$ cat src/hdl/tft_pkg.sv
// tft_pkg: shared types and constants for the trickle flood timer core.
// Holds payload structs, request and register codes, phase and controller states.
// No dependencies.
`timescale 1ns / 1ps

package tft_pkg;

  localparam int SEQ_W  = 16;
  localparam int RAND_W = 16;
  localparam int DBL_W  = 4;
  localparam int DUP_W  = 8;
  localparam int CFG_W  = 16;
  localparam int CFG_IDX_W = 2;

  localparam logic [1:0] REQ_TICK  = 2'd0;
  localparam logic [1:0] REQ_RX    = 2'd1;
  localparam logic [1:0] REQ_LOCAL = 2'd2;

  localparam logic [CFG_IDX_W-1:0] CFG_BASE_INTERVAL   = 2'd0;
  localparam logic [CFG_IDX_W-1:0] CFG_MAX_DOUBLINGS   = 2'd1;
  localparam logic [CFG_IDX_W-1:0] CFG_DUPLICATE_LIMIT = 2'd2;

  localparam logic [CFG_W-1:0] BASE_INTERVAL_RST   = 16'd128;
  localparam logic [DBL_W-1:0] MAX_DOUBLINGS_RST   = 4'd4;
  localparam logic [DUP_W-1:0] DUPLICATE_LIMIT_RST = 8'd1;
  localparam logic [DUP_W-1:0] DUP_MAX             = 8'd255;

  typedef struct packed {
    logic [1:0]        req_type;
    logic [SEQ_W-1:0]  rx_seqno;
    logic [RAND_W-1:0] rand_value;
  } tft_req_t;

  typedef struct packed {
    logic [1:0]       transmit_count;
    logic             deliver_up;
    logic [SEQ_W-1:0] current_seqno;
    logic [DBL_W-1:0] doubling_now;
  } tft_rsp_t;

  typedef enum logic [1:0] {
    PH_IDLE,
    PH_LISTEN,
    PH_WAIT
  } phase_t;

  typedef enum logic [2:0] {
    S_IDLE,
    S_DECODE,
    S_FS_GO,
    S_FS_RUN,
    S_LI_GO,
    S_LI_RUN,
    S_DONE
  } ctrl_state_t;

  typedef struct packed {
    logic idle;
    logic load_in;
    logic decode;
    logic fs_go;
    logic fs_load;
    logic li_go;
    logic li_load;
    logic out_load;
  } tft_cmd_t;

  typedef struct packed {
    logic need_fs;
    logic need_start;
    logic mod_busy;
    logic mod_done;
    logic out_free;
  } tft_stat_t;

endpackage

$ cat src/hdl/tft_mod.sv
// tft_mod: iterative restoring remainder unit, one dividend bit per cycle.
// Returns 0 for a zero divisor. Uses tft_pkg.
`timescale 1ns / 1ps

module tft_mod #(
  parameter int DIV_W = 32
) (
  input  logic                       clk,
  input  logic                       rst,
  input  logic                       start,
  input  logic [tft_pkg::RAND_W-1:0] dividend,
  input  logic [DIV_W-1:0]           divisor,
  output logic                       busy,
  output logic                       done,
  output logic [tft_pkg::RAND_W-1:0] remainder
);
  import tft_pkg::*;

  localparam int CNT_W = $clog2(RAND_W + 1);

  logic [CNT_W-1:0]  cnt;
  logic [RAND_W-1:0] dvd;
  logic [RAND_W-1:0] rem;
  logic [DIV_W-1:0]  dsr;
  logic              zdiv;
  logic [RAND_W:0]   trial;
  logic [DIV_W-1:0]  trial_ext;
  logic [DIV_W-1:0]  diff;

  always_comb begin
    trial     = {rem, dvd[RAND_W-1]};
    trial_ext = DIV_W'(trial);
    diff      = trial_ext - dsr;
  end

  always_ff @(posedge clk) begin
    if (rst) begin
      cnt  <= '0;
      done <= 1'b0;
    end else begin
      done <= 1'b0;
      if (start) begin
        cnt <= CNT_W'(RAND_W);
      end else if (cnt != '0) begin
        cnt <= cnt - CNT_W'(1);
        if (cnt == CNT_W'(1)) begin
          done <= 1'b1;
        end
      end
    end
  end

  always_ff @(posedge clk) begin
    if (start) begin
      dvd  <= dividend;
      rem  <= '0;
      dsr  <= divisor;
      zdiv <= (divisor == '0);
    end else if (cnt != '0) begin
      dvd <= {dvd[RAND_W-2:0], 1'b0};
      if (trial_ext >= dsr) begin
        rem <= diff[RAND_W-1:0];
      end else begin
        rem <= trial[RAND_W-1:0];
      end
    end
  end

  assign busy      = (cnt != '0);
  assign remainder = zdiv ? '0 : rem;

endmodule

$ cat src/hdl/tft_datapath.sv
// tft_datapath: configuration, flood state, countdown timers and output register.
// Executes controller commands; instantiates tft_mod. Uses tft_pkg.
`timescale 1ns / 1ps

module tft_datapath #(
  parameter int TIMER_BITS = 32
) (
  input  logic                          clk,
  input  logic                          rst,
  input  logic                          cfg_we,
  input  logic [tft_pkg::CFG_IDX_W-1:0] cfg_index,
  input  logic [tft_pkg::CFG_W-1:0]     cfg_data,
  input  tft_pkg::tft_req_t             req,
  input  logic                          rsp_stall,
  output logic                          rsp_valid,
  output tft_pkg::tft_rsp_t             rsp,
  input  tft_pkg::tft_cmd_t             cmd,
  output tft_pkg::tft_stat_t            stat
);
  import tft_pkg::*;

  localparam int EXT_W = TIMER_BITS + CFG_W;

  logic [CFG_W-1:0] base_interval;
  logic [DBL_W-1:0] max_doublings;
  logic [DUP_W-1:0] duplicate_limit;

  tft_req_t        item;
  phase_t          phase, phase_next;
  logic [SEQ_W-1:0] held_seqno, held_seqno_next;
  logic [DBL_W-1:0] doubling_count, doubling_count_next;
  logic [DUP_W-1:0] duplicate_count, duplicate_count_next;
  logic             data_held, data_held_next;
  logic [TIMER_BITS-1:0] interval_left, interval_left_next;
  logic [TIMER_BITS-1:0] listen_left, listen_left_next;
  logic [TIMER_BITS-1:0] first_send_left, first_send_left_next;
  logic             first_send_armed, first_send_armed_next;
  logic [1:0]       sends, sends_next;
  logic             deliver, deliver_next;
  logic             need_start, need_start_next;
  logic             need_fs, need_fs_next;
  logic             rsp_valid_next;

  logic [EXT_W-1:0]      len_ext;
  logic [TIMER_BITS-1:0] len;
  logic [TIMER_BITS-1:0] half;
  logic [SEQ_W-1:0]      diff;
  logic                  mod_busy;
  logic                  mod_done;
  logic [RAND_W-1:0]     mod_rem;
  logic [TIMER_BITS-1:0] mod_divisor;

  always_comb begin
    len_ext = EXT_W'(base_interval) << doubling_count;
    if (|len_ext[EXT_W-1:TIMER_BITS]) begin
      len = '1;
    end else begin
      len = len_ext[TIMER_BITS-1:0];
    end
    half = len >> 1;
    diff = item.rx_seqno - held_seqno;
    mod_divisor = cmd.li_go ? half : TIMER_BITS'(base_interval);
  end

  tft_mod #(
    .DIV_W(TIMER_BITS)
  ) u_mod (
    .clk       (clk),
    .rst       (rst),
    .start     (cmd.fs_go | cmd.li_go),
    .dividend  (item.rand_value),
    .divisor   (mod_divisor),
    .busy      (mod_busy),
    .done      (mod_done),
    .remainder (mod_rem)
  );

  always_comb begin
    logic   fs;
    logic   li;
    logic   iv;
    logic   snd_a;
    logic   snd_b;
    phase_t ph;

    phase_next            = phase;
    held_seqno_next       = held_seqno;
    doubling_count_next   = doubling_count;
    duplicate_count_next  = duplicate_count;
    data_held_next        = data_held;
    interval_left_next    = interval_left;
    listen_left_next      = listen_left;
    first_send_left_next  = first_send_left;
    first_send_armed_next = first_send_armed;
    sends_next            = sends;
    deliver_next          = deliver;
    need_start_next       = need_start;
    need_fs_next          = need_fs;
    fs    = 1'b0;
    li    = 1'b0;
    iv    = 1'b0;
    snd_a = 1'b0;
    snd_b = 1'b0;
    ph    = phase;

    if (cmd.decode) begin
      sends_next      = 2'd0;
      deliver_next    = 1'b0;
      need_start_next = 1'b0;
      need_fs_next    = 1'b0;
      case (item.req_type)
        REQ_TICK: begin
          if (first_send_armed) begin
            fs = (first_send_left <= TIMER_BITS'(1));
            first_send_left_next = fs ? '0 : first_send_left - TIMER_BITS'(1);
          end
          if (phase == PH_LISTEN) begin
            li = (listen_left <= TIMER_BITS'(1));
            listen_left_next = li ? '0 : listen_left - TIMER_BITS'(1);
          end
          if (phase != PH_IDLE) begin
            iv = (interval_left <= TIMER_BITS'(1));
            interval_left_next = iv ? '0 : interval_left - TIMER_BITS'(1);
          end
          first_send_armed_next = first_send_armed & ~fs;
          snd_a = fs & data_held;
          if (li) begin
            snd_b = (duplicate_count < duplicate_limit) & data_held;
            ph    = PH_WAIT;
          end
          if (iv) begin
            case (ph)
              PH_LISTEN: begin
                snd_b = (duplicate_count < duplicate_limit) & data_held;
                ph    = PH_WAIT;
              end
              PH_WAIT: begin
                if (doubling_count < max_doublings) begin
                  doubling_count_next = doubling_count + DBL_W'(1);
                end
                need_start_next = 1'b1;
              end
              default: begin
              end
            endcase
          end
          phase_next = ph;
          sends_next = {1'b0, snd_a} + {1'b0, snd_b};
        end
        REQ_RX: begin
          if (diff == '0) begin
            if (duplicate_count < DUP_MAX) begin
              duplicate_count_next = duplicate_count + DUP_W'(1);
            end
          end else if (diff[SEQ_W-1]) begin
            doubling_count_next = '0;
            sends_next          = {1'b0, data_held};
          end else begin
            held_seqno_next     = item.rx_seqno;
            data_held_next      = 1'b1;
            doubling_count_next = '0;
            deliver_next        = 1'b1;
            need_start_next     = 1'b1;
            need_fs_next        = 1'b1;
          end
        end
        REQ_LOCAL: begin
          held_seqno_next     = held_seqno + SEQ_W'(1);
          data_held_next      = 1'b1;
          doubling_count_next = '0;
          need_start_next     = 1'b1;
          sends_next          = 2'd1;
        end
        default: begin
        end
      endcase
    end

    if (cmd.fs_load) begin
      first_send_left_next  = TIMER_BITS'(mod_rem);
      first_send_armed_next = 1'b1;
    end

    if (cmd.li_load) begin
      interval_left_next   = len;
      listen_left_next     = half + TIMER_BITS'(mod_rem);
      duplicate_count_next = '0;
      phase_next           = PH_LISTEN;
    end
  end

  always_comb begin
    rsp_valid_next = rsp_valid;
    if (cmd.out_load) begin
      rsp_valid_next = 1'b1;
    end else if (!rsp_stall) begin
      rsp_valid_next = 1'b0;
    end
  end

  always_ff @(posedge clk) begin
    if (rst) begin
      base_interval    <= BASE_INTERVAL_RST;
      max_doublings    <= MAX_DOUBLINGS_RST;
      duplicate_limit  <= DUPLICATE_LIMIT_RST;
      phase            <= PH_IDLE;
      held_seqno       <= '0;
      doubling_count   <= '0;
      duplicate_count  <= '0;
      data_held        <= 1'b0;
      interval_left    <= '0;
      listen_left      <= '0;
      first_send_left  <= '0;
      first_send_armed <= 1'b0;
      sends            <= '0;
      deliver          <= 1'b0;
      need_start       <= 1'b0;
      need_fs          <= 1'b0;
      rsp_valid        <= 1'b0;
    end else begin
      if (cfg_we) begin
        case (cfg_index)
          CFG_BASE_INTERVAL:   base_interval   <= cfg_data;
          CFG_MAX_DOUBLINGS:   max_doublings   <= cfg_data[DBL_W-1:0];
          CFG_DUPLICATE_LIMIT: duplicate_limit <= cfg_data[DUP_W-1:0];
          default: begin
          end
        endcase
      end
      phase            <= phase_next;
      held_seqno       <= held_seqno_next;
      doubling_count   <= doubling_count_next;
      duplicate_count  <= duplicate_count_next;
      data_held        <= data_held_next;
      interval_left    <= interval_left_next;
      listen_left      <= listen_left_next;
      first_send_left  <= first_send_left_next;
      first_send_armed <= first_send_armed_next;
      sends            <= sends_next;
      deliver          <= deliver_next;
      need_start       <= need_start_next;
      need_fs          <= need_fs_next;
      rsp_valid        <= rsp_valid_next;
    end
  end

  always_ff @(posedge clk) begin
    if (cmd.load_in) begin
      item <= req;
    end
    if (cmd.out_load) begin
      rsp.transmit_count <= sends;
      rsp.deliver_up     <= deliver;
      rsp.current_seqno  <= held_seqno;
      rsp.doubling_now   <= doubling_count;
    end
  end

  assign stat.need_fs    = need_fs;
  assign stat.need_start = need_start;
  assign stat.mod_busy   = mod_busy;
  assign stat.mod_done   = mod_done;
  assign stat.out_free   = ~rsp_valid | ~rsp_stall;

endmodule

$ cat src/hdl/tft_ctrl.sv
// tft_ctrl: sequencing state machine for the trickle flood timer core.
// Drives datapath commands from datapath status. Uses tft_pkg.
`timescale 1ns / 1ps

module tft_ctrl (
  input  logic                clk,
  input  logic                rst,
  input  logic                req_valid,
  input  tft_pkg::tft_stat_t  stat,
  output tft_pkg::tft_cmd_t   cmd
);
  import tft_pkg::*;

  ctrl_state_t state, state_next;

  always_ff @(posedge clk) begin
    if (rst) begin
      state <= S_IDLE;
    end else begin
      state <= state_next;
    end
  end

  always_comb begin
    state_next = state;
    cmd        = '0;
    case (state)
      S_IDLE: begin
        cmd.idle = 1'b1;
        if (req_valid) begin
          cmd.load_in = 1'b1;
          state_next  = S_DECODE;
        end
      end
      S_DECODE: begin
        cmd.decode = 1'b1;
        state_next = S_FS_GO;
      end
      S_FS_GO: begin
        if (stat.need_fs) begin
          cmd.fs_go  = 1'b1;
          state_next = S_FS_RUN;
        end else begin
          state_next = S_LI_GO;
        end
      end
      S_FS_RUN: begin
        if (stat.mod_done) begin
          cmd.fs_load = 1'b1;
          state_next  = S_LI_GO;
        end
      end
      S_LI_GO: begin
        if (stat.need_start) begin
          cmd.li_go  = 1'b1;
          state_next = S_LI_RUN;
        end else begin
          state_next = S_DONE;
        end
      end
      S_LI_RUN: begin
        if (stat.mod_done) begin
          cmd.li_load = 1'b1;
          state_next  = S_DONE;
        end
      end
      S_DONE: begin
        if (stat.out_free) begin
          cmd.out_load = 1'b1;
          state_next   = S_IDLE;
        end
      end
      default: begin
        state_next = S_IDLE;
      end
    endcase
  end

endmodule

$ cat src/hdl/trickle_flood_timer_core.sv
// trickle_flood_timer_core: top level of the Trickle single-source flood controller.
// Joins tft_ctrl and tft_datapath; uses tft_pkg.
//
// Each accepted transaction (tick, received packet or local new data) yields one
// result transaction. The core handles one transaction at a time. A transaction
// that starts no interval needs no draw from the shared remainder unit, one that
// starts an interval needs one, and a newer received packet needs two: the
// first-send delay and the listen offset. The remainder unit takes one bit of
// the 16-bit random word per cycle. The result register lets a new transaction
// be accepted while the previous result is still stalled.
`timescale 1ns / 1ps

module trickle_flood_timer_core #(
  parameter int TIMER_BITS = 32
) (
  input  logic                          clk,
  input  logic                          rst,
  input  logic                          cfg_we,
  input  logic [tft_pkg::CFG_IDX_W-1:0] cfg_index,
  input  logic [tft_pkg::CFG_W-1:0]     cfg_data,
  input  logic                          req_valid,
  output logic                          req_stall,
  input  tft_pkg::tft_req_t             req,
  output logic                          rsp_valid,
  input  logic                          rsp_stall,
  output tft_pkg::tft_rsp_t             rsp
);
  import tft_pkg::*;

  tft_cmd_t  cmd;
  tft_stat_t stat;

  tft_ctrl u_ctrl (
    .clk       (clk),
    .rst       (rst),
    .req_valid (req_valid),
    .stat      (stat),
    .cmd       (cmd)
  );

  tft_datapath #(
    .TIMER_BITS(TIMER_BITS)
  ) u_dp (
    .clk       (clk),
    .rst       (rst),
    .cfg_we    (cfg_we),
    .cfg_index (cfg_index),
    .cfg_data  (cfg_data),
    .req       (req),
    .rsp_stall (rsp_stall),
    .rsp_valid (rsp_valid),
    .rsp       (rsp),
    .cmd       (cmd),
    .stat      (stat)
  );

  assign req_stall = ~cmd.idle;

  assert property (@(posedge clk) disable iff (rst)
    (req_valid && !req_stall) |=> req_stall)
    else $error("accepted a transaction while another is in flight");

  assert property (@(posedge clk) disable iff (rst)
    (cmd.fs_go || cmd.li_go) |-> !stat.mod_busy)
    else $error("remainder unit restarted while busy");

  assert property (@(posedge clk) disable iff (rst)
    cmd.out_load |-> stat.out_free)
    else $error("result register overwritten while stalled");

  assert property (@(posedge clk) disable iff (rst)
    (rsp_valid && rsp.deliver_up) |-> (rsp.transmit_count == 2'd0))
    else $error("adopted data reported with a broadcast");

  assert property (@(posedge clk) disable iff (rst)
    rsp_valid |-> (rsp.transmit_count != 2'd3))
    else $error("broadcast count out of range");

endmodule

$ cat config.mk
export PLATFORM = sky130hd
export DESIGN_NAME = trickle_flood_timer_core
export DESIGN_NICKNAME = d
export VERILOG_FILES = /design/src/hdl/tft_pkg.sv /design/src/hdl/tft_mod.sv /design/src/hdl/tft_datapath.sv /design/src/hdl/tft_ctrl.sv /design/src/hdl/trickle_flood_timer_core.sv
export SDC_FILE = /design/constraint.sdc
export NUM_CORES = 1
export LEC_CHECK = 0
export BUFFER_PORTS_ARGS = -buffer_cell sky130_fd_sc_hd__buf_2
export CAP_MARGIN = 30
export CORE_MARGIN = 1
export CORE_UTILIZATION = 40
export DETAILED_ROUTE_END_ITERATION = 12
export SKIP_LAST_GASP = 1
export SYNTH_ARGS = -nofsm -noshare
export SYNTH_HDL_FRONTEND = slang
export SYNTH_HIERARCHICAL = 1
export SYNTH_SLANG_ARGS = --single-unit
export TNS_END_PERCENT = 10
$ cat constraint.sdc
create_clock -name clk -period 7.9 [get_ports clk]
set_input_delay 0.79 -clock clk [delete_from_list [all_inputs] [get_ports clk]]
set_output_delay 0.79 -clock clk [all_outputs]
set_load 0.05 [all_outputs]
; After elaboration in Yosys (flattened, before gate mapping)
; Index checks and enable logic that the tools add are counted.
[classes]
add_sub_neg = 11
magnitude_cmp = 7
eq_ne = 24
shifts = 1
muxes = 90
bitwise = 10
n_reduce_logical = 36
[ops]
columns = operator, count
row1 = $mux W32, 12
row2 = $mux W16, 10
row3 = $le A32 B1 Y1 const B, 3
row4 = $sub A32 B1 Y32 const B, 3
row5 = $shl A16 B4 Y48, 1
row6 = $mux W1, 42
row7 = $add A31 B16 Y32, 1
row8 = $logic_not A32 Y1, 1
row9 = $pmux W16 S2, 1
row10 = $sub A16 B16 Y16, 2
row11 = $ge A17 B31 Y1, 1
row12 = $mux W31, 1
row13 = $pmux W3 S7, 1
row14 = $reduce_bool A2 Y1, 10
row15 = $add A16 B1 Y16 const B, 1
row16 = $logic_not A16 Y1, 1
row17 = $mux W2, 8
row18 = $mux W4, 4
row19 = $reduce_or A16 Y1, 1
row20 = $mux W3, 5
row21 = $ne A2 B1 Y1 const B, 6
row22 = $pmux W4 S3, 1
row23 = $reduce_and A2 Y1, 6
row24 = $reduce_and A3 Y1, 4
row25 = other kinds (29), 53
[totals]
regBits = 291
out_inout_bits = 25
elab_cells = 212

; Logic depth before layout (Yosys ltp)
; Gate-level depths: netlist of run 1.
[logic_depth]
depth_word = 14
ltp_mapped = 18

; Hierarchy
; Netlist of run 1, hierarchy kept.
[modules_own_cells]
columns = mod, n_inst, cells_per_inst, area_per_inst_um2, seq_area_each_um2
row1 = tft_datapath, 1, 1645, 13869.6, 4934.7
row2 = tft_mod, 1, 342, 3781.1, 1911.8
row3 = tft_ctrl, 1, 39, 280.3, 60.1
row4 = trickle_flood_timer_core, 1, 1, 3.8, 0.0

; Worst setup path after synthesis of run 1
; Ideal clock, no wire load.
[synth_timing]
path_type = register to register
from = register u_dp.doubling_count[1]
to = register u_dp.listen_left[24]
arrival_time_ps = 4019
required_ps = 7809
setup_slack_ps = 3790
path_stages_with_launch = 17
path_buffers = 4
cell_sequence = dfxtp_1 > buf_2 > buf_2 > buf_2 > buf_1 > mux2_2 > o21ai_0 > o22ai_1 > ha_1 > and3_1 > a221o_1 > a21o_1 > or3_1 > a31o_2 > nand3_1 > o31ai_1 > a311oi_1
[synth_between]
elab_chain_cells = 5
[synth_rtl]
columns = element, line
row1 = "start, declared", tft_datapath.sv:31  ; logic [DBL_W-1:0] doubling_count, doubling_count_next;
row2 = "start signal, assigned", tft_datapath.sv:232  ; doubling_count <= doubling_count_next;
row3 = $shl A16 B4 Y48 *, tft_datapath.sv:54  ; len_ext = EXT_W'(base_interval) << doubling_count;
row4 = $reduce_or A16 Y1, tft_datapath.sv:55  ; if (|len_ext[EXT_W-1:TIMER_BITS]) begin
row5 = $mux W32 *, tft_datapath.sv:55
row6 = $add A31 B16 Y32 *, tft_datapath.sv:186  ; listen_left_next = half + TIMER_BITS'(mod_rem);
row7 = $mux W32 *, tft_datapath.sv:184  ; if (cmd.li_load) begin
row8 = "end signal, assigned", tft_datapath.sv:236  ; listen_left <= listen_left_next;
row9 = "end, declared", tft_datapath.sv:35  ; logic [TIMER_BITS-1:0] listen_left, listen_left_next;
; Mark *: on every way between the ends. The rest lies on a longest branch, timed or not.
; A chain may end at the register's enable or synchronous reset.

; Worst setup path in the final report of run 1
[layout_timing]
from = register u_dp.doubling_count[3]
to = register u_dp.listen_left[27]
; The elaborated chain is that of the path after synthesis.

==> impl_metrics.json, run 1 <==
{
  "outcome": "finished clean",
  "path_clk_slew_ns": 0.06,
  "globalplace.congestion": 0.941,
  "final_cells": 2689,
  "final_net_count": 2205,
  "cp-end-kind": "register",
  "cp_max_fo": 25,
  "leakage_nw": 7.41,
  "power_mw": 4.66,
  "grt_pass1_wl_um": 87300,
  "worstHoldPathType": "in -> reg",
  "slowest_stage": "clkinv_1",
  "cts_tree": "yes",
  "critPathArrivalTime_ns": 5.57,
  "drive_gt1_share_pct": 11.7,
  "cp_data_required_time_ns": 8.30,
  "cts_post_setup_buffers_inserted": 0,
  "die-area_mm2": 0.0457,
  "critical_path.top_delay_family": "compound AO/OA/AOI/OAI gates",
  "area_growth_pct": 10.9,
  "pre_cts_ws_ns": 2.85,
  "maxCapViolCount": 0,
  "start_util_pct": 40.5,
  "route.detailed.drc": 0,
  "wl_per_cell_um": 20.8,
  "first_pass_iters": 5,
  "num_rows": 77,
  "finalSetupTns_ns": 0,
  "timing.slew.headroom_pct": 28.5,
  "max_stage_delay_ns": 1.01,
  "htreeDepth": 2,
  "slew_violations": 0,
  "worst_slack_ns": 2.73,
  "routed_wl_um": 55900,
  "core_mm2": 0.0442,
  "synthesis.area_mm2": 0.0179,
  "fp.dieH_um": 214,
  "vias_per_cell": 5.97,
  "grt_max_degree": 67,
  "report.final.hold_viol_count": 0,
  "io_pins": 82,
  "startpoint_type": "register",
  "cp_cell_sequence": "clkinv_1 > nor3_1 > a21oi_1 > a21oi_1 > ha_1 > o211ai_1 > o21bai_1 > a211oi_1 > o21ai_0 > or4_1 > a211oi_1 > o31ai_1",
  "grt_usage_pct": 24.6,
  "place_inst": 2625,
  "crit_buf_inv": 1,
  "cts_buffer_depth": 3,
  "via_count": 16048,
  "fmax_mhz": 194,
  "cts.sinks": 292,
  "period_share_pct": 65.4,
  "max_slew.worst_pin.slew_ns": 1.07,
  "die-width_um": 214,
  "drt.antenna.violating_nets": 0,
  "irDropWorstVdd_mv": 0.166,
  "syn_avg_cell_area_um2": 8.85,
  "final_util_pct": 45.0,
  "rsz0062_at_grt": "false",
  "root_buffer": "clkbuf_16",
  "post_cts_resized": 0,
  "fin_hold_ws_ns": 0.403,
  "setup_viol": 0,
  "power_density_mw_per_mm2": 234,
  "critical_path_class": "reg -> reg",
  "clkLatencyLatePin_ns": 0.56,
  "fin_skew_ns": 0.0318,
  "antenna_found_initial": 0,
  "grt_pass1_vias": 15073,
  "hold_buffers": 0,
  "port_buffers": 81,
  "drt_iter0_drc": 1403,
  "place_hpwl_um": 41000,
  "numCtsBuffers": 34,
  "design_area_mm2": 0.0199,
  "finalCriticalPeriod_ns": 5.17,
  "overflow": 0,
  "postPlaceCellArea_mm2": 0.0188,
  "ys_warn_count": 6,
  "synthCells": 2026,
  "fillerInstances": 4271
}
## where the power goes
group	internal (mW)	switching, mW	total, mW
Combinational	0.485	0.754	1.24
Clock	0.906	0.651	1.56
Sequential	1.75	0.119	1.87
## cells in the final DEF, fill, tap and decap left out, types with 13 or more instances in the layout
cell / count
nand2_1: 190
nor2_1: 188
dfxtp_1: 186
a21oi_1: 137
edfxtp_1: 106
o21ai_0: 103
nor3_1: 85
buf_2: 81
inv_1: 80
ha_1: 76
nand3_1: 47
mux2i_1: 47
nor4_1: 43
xnor2_1: 41
nor2b_1: 40
mux2_2: 35
a211oi_1: 35
clkbuf_16: 34
a21o_1: 33
or3_1: 24
and2_1: 23
nand4_1: 23
xor2_1: 22
o211ai_1: 21
a221oi_1: 21
buf_4: 20
and3_1: 20
nand3b_1: 19
o21a_1: 19
a31oi_1: 18
or4_1: 16
mux4_2: 14
clkinv_1: 13
o31ai_1: 13
## routing by layer
metal	share of wire [%]	vias to the layer above	GRT usage, %
li1	-	7627	-
met1	45	7759	33.3
met2	46	575	39.9
met3	6.4	87	4.04
met4	2.5	0	7.98
met5	0	-	0
## layout make-up
class	instances	area, um2	share of cell area [%]
Multi-Input combinational cell	1550	10200	51.5
Sequential cell	292	6910	34.7
Clock buffer	43	895	4.50
Tap cell	592	741	3.73
Timing Repair Buffer	103	578	2.91
Inverter	88	330	1.66
Clock inverter	19	184	0.925
Antenna cell	2	5.00	0.0252
## final timing paths
check | startpoint | end | slack [ns] | depth (start not counted)
worst min-delay path | req[0] | u_dp/item[0]$_DFFE_PP_ | 0.40 | 1
worst min register to register | u_dp/sends[0]$_SDFFE_PP0P_ | u_dp/rsp[21]$_DFFE_PP_ | 0.44 | 0
worst max register to register | u_dp/doubling_count[3]$_SDFFE_PP0P_ | u_dp/listen_left[27]$_SDFFE_PP0P_ | 2.73 | 12
worst max-delay path | u_dp/doubling_count[3]$_SDFFE_PP0P_ | u_dp/listen_left[27]$_SDFFE_PP0P_ | 2.73 | 12
## state kept, by name, indices dropped and copies added (netlist names), 16 cells and up
signal and count:
u_dp/first_send_left 32, u_dp/u_mod/rem 16, u_dp/base_interval 16, u_dp/held_seqno 16, u_dp/u_mod/dsr 32, u_dp/item 34, u_dp/listen_left 32, u_dp/interval_left 32
u_dp/u_mod/dvd 16, u_dp/rsp 23
Note: power is estimated with default switching activity, not from simulation.
==> inputs of run 2 (changes only) <==
--- a/config.mk
+++ b/config.mk
@@ -5,6 +5,7 @@
 export SDC_FILE = /design/constraint.sdc
 export NUM_CORES = 1
 export LEC_CHECK = 0
+export ABC_AREA = 1
 export BUFFER_PORTS_ARGS = -buffer_cell sky130_fd_sc_hd__buf_2
 export CAP_MARGIN = 30
 export CORE_MARGIN = 1
==> constraint.sdc (replaced) <==
create_clock -name clk -period 4.2 [get_ports clk]
set_input_delay 0.42 -clock clk [delete_from_list [all_inputs] [get_ports clk]]
set_output_delay 0.42 -clock clk [all_outputs]
set_load 0.05 [all_outputs]
==> run 2 against run 1 <==
  * Clock power up 110%
  * Count of clock-buffer cells in the layout up 6
  * Core utilization is 0.80 points higher
  * Register-to-register slack got worse by 2.3 ns
  * Critical endpoint is now u_dp/listen_left[25]$_SDFFE_PP0P_
  * Sequential power grew 97%
  * Non-clock buffer count grew 6
==> impl_metrics.json, run 2 <==
{
  "outcome": "finished clean",
  "min_from": "req[27]",
  "ys_warn_count": 6,
  "drive_gt1_share_pct": 8.81,
  "startpoint_type": "register",
  "io_pins": 82,
  "maxCapViolCount": 0,
  "power_density_mw_per_mm2": 535,
  "use_met1_pct": 32.9,
  "route.detailed.drc": 0,
  "numCtsBuffers": 36,
  "first_pass_iters": 5,
  "largest_reg_flops": 34,
  "fin_skew_ns": 0.0153,
  "cts_post_setup_buffers_inserted": 0,
  "num_antenna_cells": 0,
  "worstHoldPathType": "in -> reg",
  "fmax_mhz": 264,
  "finalSetupTns_ns": 0,
  "period_share_pct": 90.0,
  "crit_top_cell": "nand2_1",
  "port_buffers": 81,
  "routed_wl_um": 55500,
  "cts.sinks": 292,
  "r2r_slack_ns": 0.42,
  "antenna_found_initial": 0,
  "grt_max_degree": 51,
  "synthesis.area_mm2": 0.0187,
  "cts_buffer_depth": 3,
  "die-area_mm2": 0.0475,
  "final_net_count": 2890,
  "cp_cell_sequence": "buf_4 > mux2i_1 > mux2i_1 > o21ai_0 > nor2_1 > ha_1 > nand2_1 > nor2_1 > nand2_1 > nand2_1 > nand3_1 > nand2_1 > nand3_1 > nand2_1 > nand2_1 > o21ai_1 > nand3_1 > a21oi_1",
  "cp_max_fo": 14,
  "max_stage_delay_ns": 0.58,
  "fp.dieH_um": 218,
  "grt_util_met2_pct": 36.3,
  "post_cts_resized": 0,
  "critical_path_class": "reg -> reg",
  "fin_hold_ws_ns": 0.0466,
  "layout_common_cells": "nand2_1, nor2_1, inv_1, dfxtp_1, nand3_1",
  "max_slew.worst_pin.slew_ns": 0.896,
  "place_hpwl_um": 42000,
  "clkLatencyLatePin_ns": 0.55,
  "syn_avg_cell_area_um2": 6.94,
  "reg2reg_to": "u_dp/listen_left[25]$_SDFFE_PP0P_",
  "irDropWorstVdd_mv": 0.318,
  "drt_iter0_drc": 1736,
  "min_path_cells": 1,
  "wl_per_cell_um": 16.4,
  "final_util_pct": 45.8,
  "finalCriticalPeriod_ns": 3.78,
  "report.final.hold_viol_count": 0,
  "met3_usage_pct": 3.47,
  "grt_pass1_vias": 16442,
  "via_count": 17778,
  "path_clk_slew_ns": 0.06,
  "cp-end-kind": "register",
  "hold_buffers": 0,
  "grt-busiest-layer": "met2",
  "grt_pass1_wl_um": 88200,
  "setup_viol": 0,
  "num_rows": 78,
  "leakage_nw": 9.69,
  "synthCells": 2690,
  "r2r_cells": 18,
  "top_register": "u_dp/item",
  "vias_per_cell": 5.26,
  "root_buffer": "clkbuf_16",
  "start_util_pct": 40.9,
  "htreeDepth": 2,
  "die-width_um": 218,
  "slowest_stage": "dfxtp_1",
  "hold_end": "u_dp/item[27]$_DFFE_PP_",
  "drt.antenna.violating_nets": 0,
  "overflow": 0,
  "globalplace.congestion": 0.959,
  "cts_tree": "yes",
  "core_mm2": 0.0457,
  "grt_usage_pct": 23.4,
  "area_growth_pct": 12.0,
  "timing.slew.headroom_pct": 40.2,
  "cp_data_required_time_ns": 4.66,
  "crit-reg2reg-launch": "u_dp/doubling_count[0]$_SDFFE_PP0P_",
  "rsz0062_at_grt": "false",
  "critPathArrivalTime_ns": 4.25,
  "layout_commonest_cell": "nand2_1",
  "slew_violations": 0
}
run 2: critical path, delay by kind of cell (launching register included):
family	cells	cell delay, ns
adders and majority gates	1	0.42
AOI/OAI and AO/OA	3	0.54
muxes	2	0.43
buffers and inverters	1	0.27
DFF	1	0.58
and+or+nand+nor	11	1.43
run 2: where the power goes:
group	leakage (nW)	switching, mW	internal [mW]
Combinational	6.53	2.83	1.33
Sequential	2.54	0.269	3.41
Clock	0.622	1.26	2.08
Total	9.69	4.36	6.82
run 2: final cells by class:
| type | instances | area, um2 |
|---|---|---|
| Fill cell | 4672 | 24800 |
| Multi-Input combinational cell | 1995 | 10100 |
| Inverter | 320 | 1200 |
| Clock inverter | 16 | 244 |
| Timing Repair Buffer | 109 | 636 |
| Tap cell | 600 | 751 |
| Clock buffer | 49 | 1020 |
| Sequential cell | 292 | 6910 |
run 2: metal layers:
layer,wire length (um),vias to the layer above
met5,0,-
met4,1680,0
met3,3640,103
met2,24100,513
met1,26100,8207
li1,-,8955
run 2: through the flow:
stage	power (mW)	std cells	area [um2]	setup slack, ns
final	11.2	3381	20900	0.419
after global routing	12.0	3381	20900	0.00176
after CTS	11.2	3381	20900	0.513
after detailed placement	7.84	3316	19600	0.549
after global placement	7.75	3315	19600	0.641
after floorplan	6.75	2693	18700	1.19
run 2: how the worst max path moves through the flow:
stage / startpoint / to / slack [ns] / cells after the start
5_1_grt: u_dp/doubling_count[0]$_SDFFE_PP0P_ / u_dp/listen_left[25]$_SDFFE_PP0P_ / 0.002 / 18
3_5_place_dp: u_dp/doubling_count[0]$_SDFFE_PP0P_ / u_dp/listen_left[25]$_SDFFE_PP0P_ / 0.55 / 18
4_1_cts: u_dp/doubling_count[0]$_SDFFE_PP0P_ / u_dp/listen_left[25]$_SDFFE_PP0P_ / 0.51 / 18
3_3_place_gp: u_dp/doubling_count[0]$_SDFFE_PP0P_ / u_dp/listen_left[21]$_SDFFE_PP0P_ / 0.64 / 18
6_report: u_dp/doubling_count[0]$_SDFFE_PP0P_ / u_dp/listen_left[25]$_SDFFE_PP0P_ / 0.42 / 18
2_1_floorplan: u_dp/doubling_count[3]$_SDFFE_PP0P_ / u_dp/listen_left[22]$_SDFFE_PP0P_ / 1.19 / 15
